`src/sv/hsvc_pkg.sv`:
```
// Shared types and constants for the HSV to RGB converter.
// No dependencies; every other file of the block refers to it by scoped names.
package hsvc_pkg;

   // Fixed-point scale of the saturation-weight product: 255 * 2^16.
   localparam int unsigned DenomValue = 255 * 65536;
   localparam logic [23:0] DENOM = 24'(DenomValue);
   // Half of the scale, added before the divide to round to nearest.
   localparam logic [31:0] HALF_DENOM = 32'(DenomValue / 2);

   localparam int unsigned HUE_W  = 16;
   localparam int unsigned CHAN_W = 8;
   localparam int unsigned FRAC_W = 16;
   localparam int unsigned WGT_W  = 24;
   localparam int unsigned NUM_W  = 32;

   localparam logic [CHAN_W-1:0] CHAN_MAX = '1;

   // Sector of the hue circle; codes above five are routed like five.
   typedef enum logic [2:0] {
      SECTOR_0 = 3'd0,
      SECTOR_1 = 3'd1,
      SECTOR_2 = 3'd2,
      SECTOR_3 = 3'd3,
      SECTOR_4 = 3'd4,
      SECTOR_5 = 3'd5
   } sector_type;

endpackage

```
`src/sv/hsvc_req_if.sv`:
```
// Input channel of the HSV to RGB converter: valid/ready plus one HSV pixel.
// Depends on hsvc_pkg for field widths.
interface hsvc_req_if;
   logic                           valid;
   logic                           ready;
   logic [hsvc_pkg::HUE_W-1:0]     hue;
   logic [hsvc_pkg::CHAN_W-1:0]    saturation;
   logic [hsvc_pkg::CHAN_W-1:0]    brightness;
   logic [hsvc_pkg::CHAN_W-1:0]    alpha_in;

   modport source (output valid, output hue, output saturation, output brightness,
                   output alpha_in, input ready);
   modport sink   (input valid, input hue, input saturation, input brightness,
                   input alpha_in, output ready);
endinterface

```
`src/sv/hsvc_rsp_if.sv`:
```
// Result channel of the HSV to RGB converter: valid/ready plus one RGBA pixel.
// Depends on hsvc_pkg for field widths.
interface hsvc_rsp_if;
   logic                           valid;
   logic                           ready;
   logic [hsvc_pkg::CHAN_W-1:0]    red;
   logic [hsvc_pkg::CHAN_W-1:0]    green;
   logic [hsvc_pkg::CHAN_W-1:0]    blue;
   logic [hsvc_pkg::CHAN_W-1:0]    alpha_out;

   modport source (output valid, output red, output green, output blue,
                   output alpha_out, input ready);
   modport sink   (input valid, input red, input green, input blue,
                   input alpha_out, output ready);
endinterface

```
`src/sv/hsv_to_rgb_converter.sv`:
```
// Top level of the HSV to RGB converter: four-stage pipeline with elastic stalls.
// Depends on hsvc_pkg, hsvc_req_if, hsvc_rsp_if and hsvc_term.
//
// Usage:
//   req_ch carries one HSV pixel per transaction: hue (16-bit fraction of a
//   full turn), saturation and brightness (8-bit, x/255) and alpha_in.
//   rsp_ch returns red, green, blue (rounded to nearest, clamped to 0..255)
//   and alpha_out, a copy of alpha_in, one result per pixel, in order.
//   A pixel accepted on req_ch shows on rsp_ch once it has passed the four
//   register stages in order (hue split, weight multiply, brightness
//   multiply, divide and route), the last being the output register.
//   Throughput: one pixel per clock while rsp_ch.ready stays high.
//   Each stage holds its own valid bit and advances when the stage after it
//   is empty or moving, so bubbles close up during a stall. When the receiver
//   stalls, the output register holds its result and req_ch.ready drops only
//   once all four stages are full; nothing is lost or repeated.
//   Reset (synchronous, active high) empties the pipeline; req_ch.ready is
//   high in the first cycle after reset.
module hsv_to_rgb_converter (
   input  logic         clock,
   input  logic         reset,
   hsvc_req_if.sink     req_ch,
   hsvc_rsp_if.source   rsp_ch
);

   // Stage enables: a stage loads when it is empty or the next one loads.
   logic adv1, adv2, adv3, adv4;

   logic valid1_ff, valid1_in, valid2_ff, valid2_in;
   logic valid3_ff, valid3_in, valid4_ff, valid4_in;

   // Stage 1: sector and fractional position.
   logic [hsvc_pkg::HUE_W+2:0]     hue6;
   hsvc_pkg::sector_type           sector1_ff, sector2_ff, sector3_ff;
   logic [hsvc_pkg::FRAC_W-1:0]    frac1_ff;
   logic [hsvc_pkg::CHAN_W-1:0]    sat1_ff;
   logic [hsvc_pkg::CHAN_W-1:0]    val1_ff, val2_ff, val3_ff;
   logic [hsvc_pkg::CHAN_W-1:0]    alpha1_ff, alpha2_ff, alpha3_ff, alpha4_ff;

   // Stage 2: weights DENOM - s*x for p, q and t.
   logic [hsvc_pkg::WGT_W-1:0]     sat_frac;
   logic [hsvc_pkg::WGT_W-1:0]     sat_full;
   logic [hsvc_pkg::WGT_W-1:0]     wp_in, wq_in, wt_in;
   logic [hsvc_pkg::WGT_W-1:0]     wp_ff, wq_ff, wt_ff;

   // Stage 3 term registers live in hsvc_term; stage 4 is the output register.
   logic [hsvc_pkg::CHAN_W-1:0]    term_p, term_q, term_t;
   logic [hsvc_pkg::CHAN_W-1:0]    red_in, green_in, blue_in;
   logic [hsvc_pkg::CHAN_W-1:0]    red_ff, green_ff, blue_ff;

   assign adv4 = !valid4_ff || rsp_ch.ready;
   assign adv3 = !valid3_ff || adv4;
   assign adv2 = !valid2_ff || adv3;
   assign adv1 = !valid1_ff || adv2;

   assign req_ch.ready = adv1;

   assign valid1_in = adv1 ? req_ch.valid : valid1_ff;
   assign valid2_in = adv2 ? valid1_ff    : valid2_ff;
   assign valid3_in = adv3 ? valid2_ff    : valid3_ff;
   assign valid4_in = adv4 ? valid3_ff    : valid4_ff;

   always_ff @(posedge clock) begin
      if (reset) begin
         valid1_ff <= 1'b0;
         valid2_ff <= 1'b0;
         valid3_ff <= 1'b0;
         valid4_ff <= 1'b0;
      end else begin
         valid1_ff <= valid1_in;
         valid2_ff <= valid2_in;
         valid3_ff <= valid3_in;
         valid4_ff <= valid4_in;
      end
   end

   assign hue6 = (hsvc_pkg::HUE_W+3)'(req_ch.hue) * (hsvc_pkg::HUE_W+3)'(6);

   always_ff @(posedge clock) begin
      if (adv1) begin
         sector1_ff <= hsvc_pkg::sector_type'(hue6[hsvc_pkg::HUE_W+2:hsvc_pkg::HUE_W]);
         frac1_ff   <= hue6[hsvc_pkg::FRAC_W-1:0];
         sat1_ff    <= req_ch.saturation;
         val1_ff    <= req_ch.brightness;
         alpha1_ff  <= req_ch.alpha_in;
      end
   end

   // s*(1-f) is s*1 - s*f, so one multiplier serves q and t.
   assign sat_frac = hsvc_pkg::WGT_W'(sat1_ff) * hsvc_pkg::WGT_W'(frac1_ff);
   assign sat_full = {sat1_ff, {hsvc_pkg::FRAC_W{1'b0}}};
   assign wp_in    = hsvc_pkg::DENOM - sat_full;
   assign wq_in    = hsvc_pkg::DENOM - sat_frac;
   assign wt_in    = hsvc_pkg::DENOM - sat_full + sat_frac;

   always_ff @(posedge clock) begin
      if (adv2) begin
         wp_ff      <= wp_in;
         wq_ff      <= wq_in;
         wt_ff      <= wt_in;
         sector2_ff <= sector1_ff;
         val2_ff    <= val1_ff;
         alpha2_ff  <= alpha1_ff;
      end
   end

   hsvc_term u_term_p (
      .clock      (clock),
      .advance    (adv3),
      .brightness (val2_ff),
      .weight     (wp_ff),
      .term       (term_p)
   );

   hsvc_term u_term_q (
      .clock      (clock),
      .advance    (adv3),
      .brightness (val2_ff),
      .weight     (wq_ff),
      .term       (term_q)
   );

   hsvc_term u_term_t (
      .clock      (clock),
      .advance    (adv3),
      .brightness (val2_ff),
      .weight     (wt_ff),
      .term       (term_t)
   );

   always_ff @(posedge clock) begin
      if (adv3) begin
         sector3_ff <= sector2_ff;
         val3_ff    <= val2_ff;
         alpha3_ff  <= alpha2_ff;
      end
   end

   // Zero saturation needs no route of its own: p, q and t all equal v then.
   always_comb begin
      case (sector3_ff)
         hsvc_pkg::SECTOR_0: begin
            red_in = val3_ff; green_in = term_t;  blue_in = term_p;
         end
         hsvc_pkg::SECTOR_1: begin
            red_in = term_q;  green_in = val3_ff; blue_in = term_p;
         end
         hsvc_pkg::SECTOR_2: begin
            red_in = term_p;  green_in = val3_ff; blue_in = term_t;
         end
         hsvc_pkg::SECTOR_3: begin
            red_in = term_p;  green_in = term_q;  blue_in = val3_ff;
         end
         hsvc_pkg::SECTOR_4: begin
            red_in = term_t;  green_in = term_p;  blue_in = val3_ff;
         end
         default: begin
            red_in = val3_ff; green_in = term_p;  blue_in = term_q;
         end
      endcase
   end

   always_ff @(posedge clock) begin
      if (adv4) begin
         red_ff    <= red_in;
         green_ff  <= green_in;
         blue_ff   <= blue_in;
         alpha4_ff <= alpha3_ff;
      end
   end

   assign rsp_ch.valid     = valid4_ff;
   assign rsp_ch.red       = red_ff;
   assign rsp_ch.green     = green_ff;
   assign rsp_ch.blue      = blue_ff;
   assign rsp_ch.alpha_out = alpha4_ff;

   // Reset empties every stage.
   a_reset_empty: assert property (@(posedge clock)
      reset |=> !valid1_ff && !valid2_ff && !valid3_ff && !valid4_ff)
      else $error("pipeline not empty after reset");

   // Input backpressure only when every stage holds a transaction.
   a_ready_full: assert property (@(posedge clock) disable iff (reset)
      !req_ch.ready |-> valid1_ff && valid2_ff && valid3_ff && valid4_ff)
      else $error("input stalled with an empty stage");

   // A transaction in stage 3 moves into the output register when it is free.
   a_stage3_moves: assert property (@(posedge clock) disable iff (reset)
      valid3_ff && adv4 |=> valid4_ff)
      else $error("transaction lost between stage 3 and output");

   // A held stage 3 keeps its valid bit, routing code and alpha.
   a_stage3_holds: assert property (@(posedge clock) disable iff (reset)
      valid3_ff && !adv3 |=> valid3_ff && $stable(sector3_ff) && $stable(alpha3_ff))
      else $error("stalled stage 3 changed");

endmodule

```
`src/sv/hsvc_term.sv`:
```
// One colour term v*(1 - s*x): multiply by brightness, round and drop 16 bits,
// register, then divide by 255 and clamp. Depends on hsvc_pkg.
module hsvc_term (
   input  logic                          clock,
   input  logic                          advance,
   input  logic [hsvc_pkg::CHAN_W-1:0]   brightness,
   input  logic [hsvc_pkg::WGT_W-1:0]    weight,
   output logic [hsvc_pkg::CHAN_W-1:0]   term
);

   logic [hsvc_pkg::NUM_W-1:0]  num;
   logic [15:0]                 scaled_in;
   logic [15:0]                 scaled_ff;
   logic [16:0]                 div_sum;
   logic [8:0]                  quotient;

   // Rounded numerator; it stays below 2^32 for every input.
   assign num = hsvc_pkg::NUM_W'(brightness) * hsvc_pkg::NUM_W'(weight)
                + hsvc_pkg::HALF_DENOM;
   assign scaled_in = num[31:16];

   always_ff @(posedge clock) begin
      if (advance) begin
         scaled_ff <= scaled_in;
      end
   end

   // Exact floor(y/255) for y up to 65534: (y + (y >> 8) + 1) >> 8.
   assign div_sum  = {1'b0, scaled_ff} + 17'(scaled_ff[15:8]) + 17'd1;
   assign quotient = div_sum[16:8];
   assign term     = (quotient > 9'(hsvc_pkg::CHAN_MAX)) ? hsvc_pkg::CHAN_MAX
                                                         : quotient[7:0];

endmodule
```
`src/flat_wrapper.sv`:
```
// flat-port wrapper written by rule: the top's interface ports become plain ports
module hsv_to_rgb_converter_flat 
  (clock, reset, req_ch_valid, req_ch_hue, req_ch_saturation, req_ch_brightness, req_ch_alpha_in, req_ch_ready, rsp_ch_valid, rsp_ch_red, rsp_ch_green, rsp_ch_blue, rsp_ch_alpha_out, rsp_ch_ready);
  hsvc_req_if req_ch_i ();
  hsvc_rsp_if rsp_ch_i ();
  input  logic clock;
  input  logic reset;
  input wire logic [$bits(req_ch_i.valid)-1:0] req_ch_valid;
  input wire logic [$bits(req_ch_i.hue)-1:0] req_ch_hue;
  input wire logic [$bits(req_ch_i.saturation)-1:0] req_ch_saturation;
  input wire logic [$bits(req_ch_i.brightness)-1:0] req_ch_brightness;
  input wire logic [$bits(req_ch_i.alpha_in)-1:0] req_ch_alpha_in;
  output wire logic [$bits(req_ch_i.ready)-1:0] req_ch_ready;
  output wire logic [$bits(rsp_ch_i.valid)-1:0] rsp_ch_valid;
  output wire logic [$bits(rsp_ch_i.red)-1:0] rsp_ch_red;
  output wire logic [$bits(rsp_ch_i.green)-1:0] rsp_ch_green;
  output wire logic [$bits(rsp_ch_i.blue)-1:0] rsp_ch_blue;
  output wire logic [$bits(rsp_ch_i.alpha_out)-1:0] rsp_ch_alpha_out;
  input wire logic [$bits(rsp_ch_i.ready)-1:0] rsp_ch_ready;
  assign req_ch_i.valid = req_ch_valid;
  assign req_ch_i.hue = req_ch_hue;
  assign req_ch_i.saturation = req_ch_saturation;
  assign req_ch_i.brightness = req_ch_brightness;
  assign req_ch_i.alpha_in = req_ch_alpha_in;
  assign req_ch_ready = req_ch_i.ready;
  assign rsp_ch_valid = rsp_ch_i.valid;
  assign rsp_ch_red = rsp_ch_i.red;
  assign rsp_ch_green = rsp_ch_i.green;
  assign rsp_ch_blue = rsp_ch_i.blue;
  assign rsp_ch_alpha_out = rsp_ch_i.alpha_out;
  assign rsp_ch_i.ready = rsp_ch_ready;
  hsv_to_rgb_converter u_core (.clock(clock), .reset(reset), .req_ch(req_ch_i), .rsp_ch(rsp_ch_i));
endmodule
```
`config.mk`:
```
export PLATFORM = sky130hd
export DESIGN_NAME = hsv_to_rgb_converter_flat
export DESIGN_NICKNAME = d
export VERILOG_FILES = /design/src/sv/hsvc_pkg.sv /design/src/sv/hsvc_req_if.sv /design/src/sv/hsvc_rsp_if.sv /design/src/sv/hsv_to_rgb_converter.sv /design/src/sv/hsvc_term.sv /design/src/flat_wrapper.sv
export SDC_FILE = /design/constraint.sdc
export NUM_CORES = 1
export LEC_CHECK = 0
export BUFFER_PORTS_ARGS = -buffer_cell sky130_fd_sc_hd__buf_2
export CAP_MARGIN = 40
export CORE_MARGIN = 3
export CORE_UTILIZATION = 50
export DETAILED_ROUTE_END_ITERATION = 8
export PLACE_DENSITY_LB_ADDON = 0.05
export SETUP_SLACK_MARGIN = 0.05
export SLEW_MARGIN = 10
export SYNTH_ARGS = -nofsm -noshare
export SYNTH_HDL_FRONTEND = slang
export SYNTH_SLANG_ARGS = --single-unit
```
`constraint.sdc`:
```
create_clock -name clock -period 5.61 [get_ports clock]
set_clock_uncertainty 0.15 [all_clocks]
set_input_delay 0.2805 -clock clock [delete_from_list [all_inputs] [get_ports clock]]
set_output_delay 0.2805 -clock clock [all_outputs]
set_load 0.03 [all_outputs]
```
==> flow_summary_export.csv, run 1 <==
group,metric,value,unit
critical_path,cp_common_cell,"fa_1",
timing,fin_crit,5.745,ns
clocking,htree_levels,1,
layout,fin_area,30760,um2
clocking,cts_made_buffers,28,
synth,synth_warnings,0,
clocking,clock_sinks,217,
layout,fin_cells,3574,
placement,dpl.hpwl,48.73,mm
layout,nets,3546,
timing,drv_slew,0,
routing,vias,18731,
critical_path,crit_family,"adder cells",
critical_path,start_kind,"flop",
synth,synth_area_leaders,"fa_1 28%, edfxtp_1 24%, ha_1 12%",
clocking,clockBufferDepth,3,
routing,drc,0,
routing,drt-initial-drc-count,876,
die,start_util,0.5105,
synth,synth_edf_count,213,
placement,post-place-cells,3456,
timing,slew_headroom,0.3845,
synth,synth_top_area_frac,0.2815,
timing,finalWorstSetupSlack,-0.1349,ns
grt,grtUsageTotal,0.2219,
critical_path,path_buf_inv,3,
grt,grt_pass1_wl,101.5,mm
die,fp.coreArea,51820,um2
grt,grt_pass1_vias,20114,
synth,synth-seq-cells,217,
routing,viasPerCell,5.241,
synth,synth_seq_area_share,0.2448,
die,num_io_pins,78,
synth,synth-main-ff-cell,"edfxtp_1",
placement,dpl_cell_area,28780,um2
critical_path,path_class,"flop to flop",
grt,globalRouteMet1Util,0.3018,
timing,rsz0062_at_grt,"yes",
routing,first_pass_iters,5,
routing,wirelength,60.52,mm
timing,hold_violations,0,
synth,synth_nets,3292,
timing,setup-violations-final,2,
die,die_area,55700,um2
layout,drive_above_1_share,0.1417,
clocking,cts-root-buf,"clkbuf_16",
grt,use_met3,0.01859,
run_status,failed_checks,"setup timing",
critical_path,end_kind,"flop",
grt,grt_busiest_layer,"met2",
critical_path,cp_slowest_cell,"fa_2",
grt,antenna_found_initial,2,
layout,diodes,0,
run_status,status,"finished, violations left",
layout,areaGrowthSynthToFinish,16.27,%
synth,syn-mean-instance-area,10.10,um2
synth,yosysTopAreaCell,"fa_1",
hold_path,hold_path_class,"input pin to flop",
timing,fin_crit_sh,1.024,
hold_path,hold_path_depth,3,
die,die_x,236.0,um
placement,routabilityCongestion,0.8807,
synth,syn_area,26450,um2
clocking,cts_tree,"done",
die,num_rows,83,
synth,async_flop_share,0,
placement,place.port_buffers,77,
routing,ant_nets,0,
layout,fin_util,0.5935,
critical_path,cp.arrival,5.91,ns
critical_path,crit_cells,23,
synth,yosys.cell_count.top_type,"inv_1",
critical_path,critPathMaxStageDelay,0.58,ns
grt,grt_remaining_overflow,0,
timing,tightest_slew,0.9233,ns
synth,ys_top_cells_by_count,"457 x inv_1, 372 x fa_1, 334 x nand2_1, 303 x and2_1, 257 x ha_1",
job,drv_cap,0,
timing,fmax,0.1741,GHz
synth,synthDistinctLibCells,89,
clocking,clk_pin_slew_worst_paths,0.06,ns
clocking,clock_latency,0.58,ns
critical_path,crit_chain,"buf_6 -> and2_1 -> fa_2 -> fa_1 -> fa_1 -> fa_1 -> ha_1 -> buf_4 -> a21oi_1 -> o21ai_2 -> inv_2 -> o21ai_4 -> o31ai_4 -> xnor2_2 -> ha_1 -> a21o_1 -> a21oi_2 -> o21bai_1 -> a21oi_2 -> o21bai_1 -> a21oi_1 -> xnor2_1 -> xnor2_1",
grt,grtUsageMet2,0.3934,
grt,grt_max_degree,68,
critical_path,worstPathMaxFanout,6,
critical_path,required,5.77,ns
die,die_y,236.0,um
routing,wl_per_cell,16.93,um
critical_path,rr_worst_depth,23,
synth,postSynthCellCount,2619,
## per-layer routing
metal	part of all wire	up-vias
li1	-	8944
met1	0.45	9502
met2	0.50	233
met3	0.027	52
met4	0.018	0
met5	0	-
## layout by cell type, fill, tap and decap left out, types with 7 or more instances in the layout
cell           count
o21bai_1          13
a21o_1            20
nand4_1            8
clkbuf_16         28
nor2b_1           16
and3_1            13
inv_1            453
edfxtp_1         213
a21oi_2           12
o21a_1            20
nor3_1            21
buf_2             80
o21ai_1            8
buf_4            147
o21ai_0           48
nor2_1            67
buf_6             12
a21oi_1           67
nand3_1           24
dlygate4sd3_1     36
ha_4              13
buf_12            16
a211oi_1          14
fa_2               7
fa_1             365
xnor2_1           55
nand2b_1          10
a31oi_1            9
nand2_1          328
mux2i_1           16
o211ai_1           7
ha_1             243
xor2_1            31
and2_1           300
## cell type report
type,count,area (um2)
Clock buffer,34,723.2
Clock inverter,17,163.9
Fill cell,4422,21070
Inverter,457,1715
Multi-Input combinational cell,1875,18440
Sequential cell,217,6476
Tap cell,680,850.8
Timing Repair Buffer,294,2390
## flip-flops by register name (all words and copies together), names as in the netlist, 15 cells and up
signal                     flops
u_core.frac1_ff               15
u_core.u_term_p.scaled_ff     16
u_core.u_term_q.scaled_ff     16
u_core.u_term_t.scaled_ff     16
u_core.wq_ff                  22
u_core.wt_ff                  23
## final timing paths
path                                      start                              endpoint  slack, ns
hold / removal                    req_ch_hue[5]          u_core.frac1_ff[7]$_DFFE_PP_       0.04
setup reg to reg    u_core.sat1_ff[5]$_DFFE_PP_            u_core.wt_ff[23]$_DFFE_PP_      -0.13
setup / recovery    u_core.sat1_ff[5]$_DFFE_PP_            u_core.wt_ff[23]$_DFFE_PP_      -0.13
hold reg to reg   u_core.alpha3_ff[1]$_DFFE_PP_  u_core.rsp_ch.alpha_out[1]$_DFFE_PP_       0.26
## logic make-up (layout without fill, tap and decap cells)
logic type	Yosys count	after routing	synth area share
muxes	20	20	0.007757
AOI/OAI and AO/OA	291	291	0.07440
and+or+nand+nor	841	841	0.1620
adders and majority gates	629	629	0.4031
xor gates and xnor gates	94	94	0.03197
buffers and inverters	527	802	0.07601
DFF	217	217	0.2448
## per-stage QoR
| stage | hold WS [ns] | setup slack [ns] | TNS (ns) |
|---|---|---|---|
| after global routing | 0.03659 | -0.3581 | -1.017 |
| after CTS | 0.0003715 | -0.08399 | -0.08399 |
| final | 0.04053 | -0.1349 | -0.1710 |
| after detailed placement | 0.2545 | -0.2398 | -0.6257 |
| after global placement | 0.2517 | -0.1488 | -0.3651 |
| after floorplan | 0.2029 | -0.04272 | -0.04272 |
## worst min-delay path, stage by stage
cell and delay [ns]:
buf_2 0.09, ha_1 0.17, xnor2_1 0.12
## timing repair
action | 4_1_cts | 5_1_grt
hold buffers | 36 | 0
gates cloned | 0 | 0
setup endpoints to repair | 11 | 26
setup buffers | 16 | 14
hold endpoints to repair | 35 | 0
gates resized for setup | 30 | 70
pin swaps | 16 | 33
Power of run 1 is left out: the tool's default activity adds up to more than one toggle a clock period on the data nets, which glitch-free logic cannot reach.
==> run 2: changes to the inputs <==
==> constraint.sdc (replaced) <==
create_clock -name clock -period 5.61 [get_ports clock]
set_clock_uncertainty 0.15 [all_clocks]
set_input_delay 1.122 -clock clock [delete_from_list [all_inputs] [get_ports clock]]
set_output_delay 1.122 -clock clock [all_outputs]
set_load 0.03 [all_outputs]
==> flow_summary_export.csv, run 2 (synthesis results as in run 1) <==
group,metric,value,unit
die,die_y,236.0,um
hold_path,hold_end,"u_core.val2_ff[4]$_DFFE_PP_",
clocking,clock_latency,0.57,ns
run_status,failed_checks,"setup timing",
timing,setup-violations-final,3,
layout,final_common_cell,"inv_1",
critical_path,required,5.77,ns
critical_path,reg2reg_from,"u_core.sat1_ff[2]$_DFFE_PP_",
layout,fin_util,0.5859,
timing,fin_crit_sh,1.029,
critical_path,rrSetupSlack,-0.17,ns
critical_path,timing.rr.end,"u_core.wt_ff[23]$_DFFE_PP_",
die,num_io_pins,78,
critical_path,start_kind,"flop",
grt,antenna_found_initial,3,
layout,top_regs,"u_core.wt_ff (23), u_core.wq_ff (22)",
layout,most-common-layout-cells,"451 x inv_1, 362 x fa_1, 326 x nand2_1, 297 x and2_1, 243 x ha_1",
routing,vias,18618,
clocking,clockBufferDepth,3,
die,fp.coreArea,51820,um2
timing,rsz0062_at_grt,"yes",
routing,first_pass_iters,5,
layout,areaGrowthSynthToFinish,14.78,%
clocking,htree_levels,1,
timing,fmax,0.1731,GHz
clocking,cts_made_buffers,28,
hold_path,hold_path_depth,0,
clocking,cts_tree,"done",
critical_path,worstPathMaxFanout,6,
grt,grt_remaining_overflow,0,
placement,dpl.hpwl,48.57,mm
layout,largest-register,"u_core.wt_ff",
layout,nets,3507,
die,num_rows,83,
clocking,postCtsHoldBufs,0,
grt,grt_pass1_vias,20129,
grt,grtUsageTotal,0.2226,
layout,largest_register_ffs,23,
timing,finalWorstSetupSlack,-0.1655,ns
placement,place.port_buffers,77,
timing,hold_violations,0,
clocking,clk_pin_slew_worst_paths,0.06,ns
timing,tightest_slew,0.8094,ns
critical_path,end_kind,"flop",
routing,drc,0,
layout,drive_above_1_share,0.1471,
die,start_util,0.5105,
die,die_area,55700,um2
grt,grt_pass1_wl,101.6,mm
routing,drt-initial-drc-count,857,
placement,dpl_cell_area,28770,um2
run_status,status,"finished, violations left",
grt,grt_max_degree,43,
routing,wl_per_cell,17.05,um
routing,viasPerCell,5.264,
timing,slew_headroom,0.4604,
die,die_x,236.0,um
clocking,cts-root-buf,"clkbuf_16",
critical_path,path_class,"flop to flop",
hold_path,hold_path_class,"flop to flop",
critical_path,rr_worst_depth,23,
timing,drv_slew,0,
timing,fin_tns_setup,-0.2859,ns
routing,wirelength,60.31,mm
placement,routabilityCongestion,0.8804,
hold_path,hp-start,"u_core.val1_ff[4]$_DFFE_PP_",
layout,fin_area,30360,um2
routing,ant_nets,0,
job,drv_cap,0,
timing,fin_crit,5.775,ns
clocking,clock_sinks,217,
critical_path,cp.arrival,5.94,ns
==> run 2: worst max-delay path by stage <==
stage	end	slack [ns]	cells past startpoint	start
floorplan	u_core.wt_ff[23]$_DFFE_PP_	-0.04	26	u_core.sat1_ff[2]$_DFFE_PP_
global placement	u_core.wt_ff[23]$_DFFE_PP_	-0.15	24	u_core.sat1_ff[2]$_DFFE_PP_
detailed placement	u_core.wt_ff[23]$_DFFE_PP_	-0.19	24	u_core.sat1_ff[2]$_DFFE_PP_
CTS	u_core.wt_ff[23]$_DFFE_PP_	-0.13	24	u_core.sat1_ff[5]$_DFFE_PP_
global route	u_core.wt_ff[23]$_DFFE_PP_	-0.38	23	u_core.sat1_ff[2]$_DFFE_PP_
finish	u_core.wt_ff[23]$_DFFE_PP_	-0.17	23	u_core.sat1_ff[2]$_DFFE_PP_
==> run 2: cell type report <==
| cell class | count | area (um2) |
|---|---|---|
| diodes | 1 | 2.502 |
| clock buffers | 34 | 733.2 |
| clock inverters | 18 | 177.7 |
| fillers | 4439 | 21460 |
| inverters | 457 | 1715 |
| multi-input cells | 1875 | 18430 |
| flip-flops and latches | 217 | 6476 |
| well taps | 680 | 850.8 |
| repair buffers | 255 | 1973 |
==> run 2: timing repair <==
| item | 4_1_cts | 5_1_grt |
|---|---|---|
| setup endpoints to repair | 9 | 29 |
| pin swaps | 28 | 50 |
| gates resized for setup | 30 | 80 |
| buffers inserted | 16 | 11 |
==> run 2: through the flow <==
step	hold slack, ns	cells	worst slack [ns]
after CTS	0.2662	3525	-0.1278
final	0.2672	3537	-0.1655
after detailed placement	0.2545	3457	-0.1861
after floorplan	0.2503	2619	-0.04272
after global routing	0.2731	3537	-0.3779
after global placement	0.2518	3457	-0.1475
==> run 2: routing by layer <==
layer / vias to the layer above / routed length, um / GRT usage / part of all wire
met3: 69 / 2021 / 0.02128 / 0.034
met5: - / 0 / 0 / 0
li1: 8859 / - / - / -
met2: 291 / 29750 / 0.3892 / 0.49
met1: 9399 / 27140 / 0.3019 / 0.45
met4: 0 / 1402 / 0.04904 / 0.023
==> run 2: critical path, stage by stage (launching register included) <==
cell,delay (ns)
edfxtp_1,0.43
buf_6,0.16
buf_4,0.14
and2_1,0.14
fa_1,0.46
fa_1,0.52
fa_1,0.54
inv_1,0.05
fa_1,0.53
inv_1,0.04
ha_1,0.30
a21o_1,0.18
a21o_1,0.19
a21oi_2,0.16
a2bb2oi_1,0.22
o211ai_2,0.14
ha_1,0.32
inv_1,0.05
o21bai_1,0.17
a21oi_2,0.08
o21bai_1,0.13
a21oi_1,0.09
xnor2_1,0.21
xnor2_1,0.09
Power of run 2 is left out for the same reason.
